===== src/tcpaft_pkg.sv =====
// tcp active flow tracker: shared types and constants
// no dependencies
package tcpaft_pkg;

    localparam int TIME_W  = 56;
    localparam int KEY_W   = 96;
    localparam int PKT_W   = 48;
    localparam int CNT_W   = 11;

    localparam logic [TIME_W-1:0] IDLE_RESET   = 56'd5000000;
    localparam logic [TIME_W-1:0] SCAN_RESET   = 56'd100000;
    localparam logic [TIME_W-1:0] REPORT_RESET = 56'd1000000;
    localparam logic [TIME_W-1:0] SYN_STAMP    = 56'd1;

    localparam logic [1:0] REG_IDLE   = 2'd0;
    localparam logic [1:0] REG_SCAN   = 2'd1;
    localparam logic [1:0] REG_REPORT = 2'd2;

    typedef enum logic [2:0] {
        ST_CLEAR,
        ST_IDLE,
        ST_LOOK,
        ST_UPDATE,
        ST_CHECK,
        ST_SCAN,
        ST_DONE
    } state_t;

    // comparison request to the shared time unit
    typedef struct packed {
        logic [TIME_W-1:0] now;
        logic [TIME_W-1:0] then_t;
        logic [TIME_W-1:0] limit;
    } cmp_req_t;

endpackage


===== src/tcpaft_elapsed.sv =====
// shared elapsed-time comparator: (now - then) mod 2^56 > limit
// depends on tcpaft_pkg
module tcpaft_elapsed (
    input  tcpaft_pkg::cmp_req_t req,
    output logic                 over
);
    import tcpaft_pkg::*;

    logic [TIME_W-1:0] diff;

    always_comb
    begin
        diff = req.now - req.then_t;
        over = diff > req.limit;
    end
endmodule


===== config.mk =====
export PLATFORM = sky130hd
export DESIGN_NAME = tcpaft_elapsed
export DESIGN_NICKNAME = d
export VERILOG_FILES = /design/src/tcpaft_pkg.sv /design/src/tcpaft_elapsed.sv
export SDC_FILE = /design/constraint.sdc
export NUM_CORES = 1
export LEC_CHECK = 0
export ABC_AREA = 1
export BUFFER_PORTS_ARGS = -buffer_cell sky130_fd_sc_hd__buf_2
export CORE_MARGIN = 3
export CORE_UTILIZATION = 55
export DETAILED_ROUTE_END_ITERATION = 7
export GPL_TIMING_DRIVEN = 0
export PLACE_DENSITY = 0.82
export SETUP_SLACK_MARGIN = 0.3
export SLEW_MARGIN = 25
export SYNTH_ARGS = -nofsm -noshare
export SYNTH_HDL_FRONTEND = slang
export SYNTH_SLANG_ARGS = --single-unit

===== constraint.sdc =====
create_clock -name vclk -period 6.6
set_input_delay 0.66 -clock vclk [all_inputs]
set_output_delay 0.66 -clock vclk [all_outputs]
set_load 0.03 [all_outputs]

# Yosys cells after proc, flatten, opt, wreduce, memory -nomap -nowiden
# Index checks and enable logic that the tools add are counted.
[classes] n_addsub=1 magnitude_cmp=1
[ops] cell="56-bit greater-than comparator" count=1
[ops] cell="56-bit subtractor" count=1
[word_totals] out_inout_bits=1 reg_bits=0 word_cells=2

# Depth between registers and ports, before layout
# Gate-level depths: netlist (run 1).
[logic_depth] ltp_word=2 mapped_depth=25

# Least setup slack after synthesis (run 1)
# OpenSTA, ideal clock, no wires.
[synth_timing] path_type="input to output" from="input port req[112] (netlist name)" to="output port over" path_buffers=0 path_slack_ns=2.617 stages=23 required_ns=5.940 t_arrival_ns=3.323 cell_sequence="inv_1 > ha_1 > inv_1 > fa_1 > nand3_1 > nand3_1 > nand2_1 > nand2_1 > nand2_1 > nand2_1 > nand3_1 > nand3_1 > nand2_1 > nand2_1 > ha_1 > nand2_1 > nor2_1 > nand2_1 > nor2_1 > inv_1 > nor2_1 > nand2_1 > a21oi_1"
[synth_between] elab_chain_len=2
[synth_rtl] item="from (decl)" line_no="tcpaft_elapsed.sv:4" text="input tcpaft_pkg::cmp_req_t req,"
[synth_rtl] item="56-bit subtractor" line_no="tcpaft_elapsed.sv:13" text="diff = req.now - req.then_t;"
[synth_rtl] item="56-bit greater-than comparator" line_no="tcpaft_elapsed.sv:14" text="over = diff > req.limit;"
[synth_rtl] item="to (decl)" line_no="tcpaft_elapsed.sv:5" text="output logic over"
# No other way between the ends.

# Worst setup path in the final report (run 1)
# Same ends and word-level chain as after synthesis.

==> impl_metrics.tcl, run 1 <==
set metrics [dict create \
    outcome "finished clean" \
    ff_latch_area_um2 0 \
    grt_max_degree 7 \
    avgViaCountPerCell 4.827 \
    relSlewSlack_pct 67.50 \
    rsz0062_at_grt "false" \
    route.detailed.drc 0 \
    overflow 0 \
    hold_viol_final 0 \
    io_buffers 169 \
    synth_largest_area_cell "nand2_1" \
    grtUsageTotal_pct 29.96 \
    slew_violations 0 \
    clock_buffer_count 0 \
    p_per_area_nw_per_um2 89.71 \
    drt_iter0_drc 457 \
    vias 8057 \
    syn2layout_area_growth_pct 15.31 \
    wl_um 20440 \
    drive_above_1_share_pct 14.48 \
    startpoint_type "primary input" \
    synth_area_leaders "nand2_1, ha_1, inv_1, nor2_1, a21oi_1" \
    dr.pass1.iters 6 \
    cap_violations 0 \
    grt_pass1_vias 7354 \
    irDropWorstVdd_uv 51.16 \
    yosysWarnings 0 \
    initial_core_util_pct 57.39 \
    syn_area_per_cell_um2 4.932 \
    arrival_ns 4.23 \
    cts_setup_buffers 0 \
    finalSetupViolCount 0 \
    finalWorstSetupSlack_ns 1.707 \
    multi_input_area_um2 5278 \
    crit_fanout 4 \
    antenna_found_initial 0 \
    grt_pass1_wl_um 32480 \
    power.internal_uw 262.3 \
    core_area_um2 11660 \
    endpoint_kind "output pin" \
    finalWeightedCongestion 0.9806 \
    antenna_left 0 \
    synth-seq-area-share_pct 0 \
    dp_hpwl_um 18900 \
    wire_per_inst_um 12.25 \
    holdCritPathClass "primary input to output pin" \
    seq_cells 0 \
    synth_fp_nets 1637 \
    max_freq_mhz 204.4 \
    pwr-share-seq_pct 0 \
    switching_share_pct 62.11 \
    cts_hold_buf 0 \
    ios 169 \
    netlist_area_um2 6693 \
    critical_path_required_ns 5.94 \
    ys_types 27 \
    worst-setup-path-type "primary input to output pin" \
    fin_crit_ns 4.893 \
    period_share_pct 74.14 \
    power_frac_comb_pct 100.0 \
    leakage_nw 5.412 \
    rows 39 \
    die_h_um 116.3 \
    p_switching_uw 430.0 \
    die_x_um 116.3 \
    fin_nets 1808 \
    fillers 1252 \
    fin_tns_setup_ns 0 \
    clockPowerShare_pct 0 \
    placed_area_um2 7717 \
    tightest_slew_ns 0.4862 \
    dpl_worst_slack_ns 1.771 \
    p_total_uw 692.3 \
    stdcell_area_um2 7717 \
    antennaDiodeCount 0 \
    cts_resized 0 \
    netlist.area_leader.share_pct 29.44 \
    syn_inst 1357 \
    dieArea_um2 13530 \
]
## area by class of cell
type,count,share of cell area [%]
Timing Repair Buffer,169,10.96
Inverter,377,18.34
Tap cell,143,2.318
Multi-Input combinational cell,980,68.39
## cells by family after synthesis
logic type | count (synthesis) | synth area share, %
adders and majority gates | 112 | 21.05
xor gates and xnor gates | 32 | 4.188
buffers and inverters | 377 | 21.14
and+or+nand+nor | 759 | 47.47
AOI/OAI and AO/OA | 77 | 6.151
## synthesized netlist by cell type (all sizes together)
| master | count |
|---|---|
| a21o | 3 |
| a21oi | 58 |
| and2 | 4 |
| and3 | 4 |
| fa | 1 |
| ha | 111 |
| inv | 377 |
| nand2 | 537 |
| nand3 | 63 |
| nand3b | 1 |
| nand4 | 18 |
| nor2 | 121 |
| nor3 | 11 |
| o21a | 4 |
| o21ai | 10 |
| o21bai | 2 |
| xnor2 | 8 |
| xor2 | 24 |
## path summary, 6_finish.rpt
kind	startpoint	to	slack, ns	depth (start not counted)
worst max-delay path	req[112]	over	1.71	23
worst min-delay path	req[0]	over	2.21	8
## layer usage
| metal | GRT usage [%] | up-vias | part of all wire, % | wire length (um) |
|---|---|---|---|---|
| met3 | 0.5699 | 53 | 5.4 | 1096 |
| met1 | 35.77 | 3369 | 42 | 8526 |
| met5 | 0 | - | 0 | 0 |
| met2 | 55.15 | 270 | 47 | 9631 |
| met4 | 14.54 | 0 | 5.8 | 1187 |
| li1 | - | 4365 | - | - |
## worst max-delay path: stages
cell and delay [ns]:
buf_2 0.10, inv_1 0.04, ha_1 0.16, inv_1 0.07, fa_1 0.40, nand3_1 0.13, nand3_1 0.17, nand4_1 0.15
nand3_1 0.38, nand2_1 0.21, nand3_1 0.08, nand2_1 0.06, nand2_1 0.06, ha_1 0.27, nand2_1 0.05, nor2_1 0.16
nand2_1 0.10, nor2_1 0.28, inv_1 0.10, nor2_1 0.11, nand2_1 0.06, a21oi_1 0.19, buf_2 0.23
## metrics by stage
stage                     hold WS (ns)  std cells  utilization, %
final                            2.205       1669           66.17
after CTS                        2.187       1669           66.17
after detailed placement         2.180       1669           66.17
after global routing             2.285       1669           66.17
after global placement           2.150       1669           66.17
after floorplan                  1.889       1357               -
## cells in the final DEF, fill, tap and decap left out, drive strengths merged
cell type / count
o21bai: 2
o21ai: 10
buf: 169
and3: 4
nand3b: 1
fa: 1
a21o: 3
xor2: 24
nand3: 63
ha: 111
nand2: 537
inv: 377
xnor2: 8
nor2: 121
nor3: 11
nand4: 18
o21a: 4
a21oi: 58
and2: 4
## power groups by stage
stage               clock (mW)  sequential [mW]  combinational [mW]
global route                 0                0               0.799
CTS                          0                0               0.691
floorplan                    0                0               0.490
detailed placement           0                0               0.687
finish                       0                0               0.692
global placement             0                0               0.672
(Power assumes the default switching activity.)
==> inputs of run 2 (changes only) <==
- clock period: 6.6 -> 5.03 ns (I/O delays scaled with it)
==> impl_metrics.tcl, run 2 (same netlist as run 1, synthesis figures left out) <==
set metrics [dict create \
    finalWeightedCongestion 0.9806 \
    path_cells "buf_2 -> inv_1 -> ha_1 -> inv_1 -> fa_1 -> nand3_1 -> nor2_1 -> nor2_1 -> o21ai_2 -> nand2_1 -> nand3_1 -> nand2_1 -> nand2_1 -> ha_1 -> nand2_1 -> nor2_1 -> nand3b_1 -> nor2_2 -> inv_1 -> nor2_1 -> nand2_1 -> a21oi_1 -> clkbuf_4" \
    arrival_ns 3.82 \
    grt_max_degree 7 \
    max_freq_mhz 231.3 \
    hold_depth 8 \
    crit_cells 23 \
    cp_slowest_cell "fa_1" \
    antenna_found_initial 0 \
    final_common_cell "nand2_1" \
    fin_nets 1808 \
    p_per_area_nw_per_um2 117.6 \
    wl_um 20460 \
    cts_hold_buf 0 \
    rsz0062_at_grt "false" \
    core_area_um2 11660 \
    endpoint_kind "output pin" \
    initial_core_util_pct 57.39 \
    avgViaCountPerCell 4.835 \
    drt_iter0_drc 464 \
    tightest_slew_ns 0.4015 \
    antennaDiodeCount 0 \
    outcome "finished clean" \
    holdCritPathClass "primary input to output pin" \
    fillers 1250 \
    die_h_um 116.3 \
    seq_cells 0 \
    ff_latch_area_um2 0 \
    dr.pass1.iters 5 \
    worst-path-buf-inv 5 \
    io_buffers 169 \
    ios 169 \
    rows 39 \
    syn2layout_area_growth_pct 15.50 \
    period_share_pct 85.95 \
    hold_viol_final 0 \
    p_total_uw 909.4 \
    irDropWorstVdd_uv 67.13 \
    grt_pass1_vias 7354 \
    clock_buffer_count 0 \
    crit_end "over" \
    crit_fanout 3 \
    cp_common_cell "nand2_1" \
    wire_per_inst_um 12.26 \
    final_cell_mix "nand2_1, inv_1, buf_2, ha_1, nor2_1" \
    finalSetupViolCount 0 \
    relSlewSlack_pct 73.13 \
    cpLargestDelayFamily "simple AND/OR/NAND/NOR gates" \
    cap_violations 0 \
    grt_pass1_wl_um 32480 \
    dieArea_um2 13530 \
    fin_tns_setup_ns 0 \
    die_x_um 116.3 \
    worst-setup-path-type "primary input to output pin" \
    drive_above_1_share_pct 14.68 \
    slew_violations 0 \
    grtUsageTotal_pct 29.96 \
    critPathMaxStageDelay_ns 0.40 \
    antenna_left 0 \
    vias 8069 \
    fin_crit_ns 4.323 \
    leakage_nw 5.417 \
    startpoint_type "primary input" \
    dp_hpwl_um 18900 \
    startpoint "req[112]" \
    route.detailed.drc 0 \
    critical_path_required_ns 4.53 \
    overflow 0 \
]
## run 2: how the worst min path moves through the flow
| stage | from | end | slack, ns |
|---|---|---|---|
| after floorplan | req[0] | over | 1.58 |
| after global placement | req[0] | over | 1.84 |
| after detailed placement | req[0] | over | 1.87 |
| after CTS | req[0] | over | 1.87 |
| after global routing | req[0] | over | 1.98 |
| final | req[0] | over | 1.90 |
## run 2: what timing repair did
item / 4_1_cts / 5_1_grt
setup endpoints to repair: 0 / 1
setup buffers: 0 / 0
resized for setup: 0 / 4
## run 2: area by class of cell
cell class | count | area (um^2) | area share, %
multi-input cells | 980 | 5288 | 68.40
inverters | 377 | 1415 | 18.31
repair buffers | 169 | 848.3 | 10.97
well taps | 143 | 178.9 | 2.315
## run 2: layer usage
metal,track usage [%],wire [um],vias to the layer above
met3,0.5699,1040,56
met4,14.54,1177,0
met1,35.77,8582,3396
met2,55.15,9662,254
li1,-,-,4363
met5,0,0,-
## run 2: power breakdown
| part | switching (mW) | internal [mW] | total [mW] |
|---|---|---|---|
| logic | 0.564 | 0.346 | 0.909 |
| registers | 0 | 0 | 0 |
| clock network | 0 | 0 | 0 |
| total | 0.564 | 0.346 | 0.909 |
## run 2: stage by stage
| stage | std cells | worst slack (ns) | instance area (um^2) | hold WS [ns] | util (%) |
|---|---|---|---|---|---|
| 2_1_floorplan | 1357 | 1.361 | 6693 | 1.575 | - |
| 3_3_place_gp | 1669 | 0.5811 | 7717 | 1.836 | 66.17 |
| 3_5_place_dp | 1669 | 0.5147 | 7717 | 1.866 | 66.17 |
| 4_1_cts | 1669 | 0.5074 | 7717 | 1.873 | 66.17 |
| 5_1_grt | 1669 | 0.3753 | 7730 | 1.976 | 66.28 |
| 6_report | 1669 | 0.7068 | 7730 | 1.897 | 66.28 |
## run 2: tightest hold or removal path: stages
cell      delay [ns]
buf_2           0.08
ha_1            0.12
nand2_1         0.05
nor2_1          0.09
nand3_1         0.13
nor3_1          0.15
a21oi_1         0.08
clkbuf_4        0.18
==> inputs of run 3 (changes only) <==
==> constraint.sdc (replaced) <==
create_clock -name vclk -period 5.03
set_input_delay 0.503 -clock vclk [all_inputs]
set_output_delay 0.503 -clock vclk [all_outputs]
set_load 0.005 [all_outputs]
==> impl_metrics.tcl, run 3 (same netlist as run 1, synthesis figures left out) <==
set metrics [dict create \
    cp_common_cell "nand2_1" \
    syn2layout_area_growth_pct 15.42 \
    die_h_um 116.3 \
    irDropWorstVdd_uv 66.83 \
    overflow 0 \
    grt_max_degree 7 \
    pwr-share-seq_pct 0 \
    initial_core_util_pct 57.39 \
    leakage_nw 5.417 \
    startpoint_type "primary input" \
    core_area_um2 11660 \
    io_buffers 169 \
    fin_tns_setup_ns 0 \
    power_frac_comb_pct 100.0 \
    vias 8026 \
    dp_hpwl_um 18900 \
    slew_violations 0 \
    crit_fanout 4 \
    grtUsageTotal_pct 29.96 \
    p_switching_uw 559.9 \
    avgViaCountPerCell 4.809 \
    fillers 1251 \
    clockPowerShare_pct 0 \
    place_inst 1669 \
    final_common_cell "nand2_1" \
    endpoint_kind "output pin" \
    clock_buffer_count 0 \
    power.internal_uw 344.4 \
    hold_viol_final 0 \
    tightest_slew_ns 0.3911 \
    grt_pass1_vias 7354 \
    p_per_area_nw_per_um2 117.1 \
    critPathMaxStageDelay_ns 0.40 \
    worst-setup-path-type "primary input to output pin" \
    antenna_left 0 \
    wire_per_inst_um 12.26 \
    period_share_pct 84.53 \
    arrival_ns 3.75 \
    relSlewSlack_pct 73.83 \
    cap_violations 0 \
    ios 169 \
    stdcell_area_um2 7725 \
    route.detailed.drc 0 \
    max_freq_mhz 235.2 \
    finalNonFillerCells 1669 \
    drt_iter0_drc 473 \
    critical_path_required_ns 4.53 \
    ff_latch_area_um2 0 \
    fin_nets 1808 \
    fin_crit_ns 4.252 \
    cts_setup_buffers 0 \
    rsz0062_at_grt "false" \
    drive_above_1_share_pct 14.61 \
    placed_area_um2 7717 \
    dr.pass1.iters 5 \
    finalSetupViolCount 0 \
    seq_cells 0 \
    rows 39 \
    die_x_um 116.3 \
    outcome "finished clean" \
    p_total_uw 904.3 \
    finalWeightedCongestion 0.9806 \
    holdCritPathClass "primary input to output pin" \
    antennaDiodeCount 0 \
    antenna_found_initial 0 \
    switching_share_pct 61.92 \
    dieArea_um2 13530 \
    grt_pass1_wl_um 32480 \
    final_cell_mix "nand2_1, inv_1, buf_2, ha_1, nor2_1" \
    wl_um 20460 \
    cp_slowest_cell "fa_1" \
    fin_util_pct 66.24 \
]
## run 3: cell count changes in the layout (fill, tap and decap cells not counted)
cell and change:
buf_2 +1, clkbuf_4 -1, nand2_1 +1, nand2_2 -1
## run 3: path summary, 6_finish.rpt
path     start  endpoint  slack (ns)  depth (start not counted)
max   req[112]      over        0.78                         25
min     req[0]      over        1.84                          8
## run 3: critical path, delay by kind of cell
family                   cells  cell delay (ns)
AND/OR/NAND/NOR             16             1.77
adder cells (fa/ha/maj)      3             0.86
buffers and inverters        5             0.44
AO/OA/AOI/OAI                1             0.19
## run 3: final cells by class
class	instances	area [um^2]	area share [%]
Tap cell	143	178.9	2.316
Timing Repair Buffer	169	845.8	10.95
Inverter	377	1415	18.32
Multi-Input combinational cell	980	5285	68.42
## run 3: routing by layer
metal	track usage, %	vias up	share of wire (%)
met4	14.54	0	5.7
li1	-	4368	-
met2	55.15	234	47
met3	0.5699	53	4.4
met1	35.77	3371	43
met5	0	-	0
## run 3: power by group through the flow
stage	Sequential (mW)	Clock, mW	Combinational, mW
final	0	0	0.904
after global routing	0	0	1.04
after CTS	0	0	0.902
after detailed placement	0	0	0.897
after global placement	0	0	0.878
after floorplan	0	0	0.639
## run 3: per-stage QoR
step | setup slack, ns | hold WS, ns
4_1_cts | 0.5920 | 1.822
3_3_place_gp | 0.6656 | 1.785
2_1_floorplan | 1.712 | 1.482
3_5_place_dp | 0.5993 | 1.815
5_1_grt | 0.3786 | 1.921
6_report | 0.7784 | 1.840
## run 3: timing repair
| action | CTS | global route |
|---|---|---|
| endpoints found under the setup margin | 0 | 1 |
| hold buffers | 0 | 0 |
| gates resized for setup | 0 | 2 |
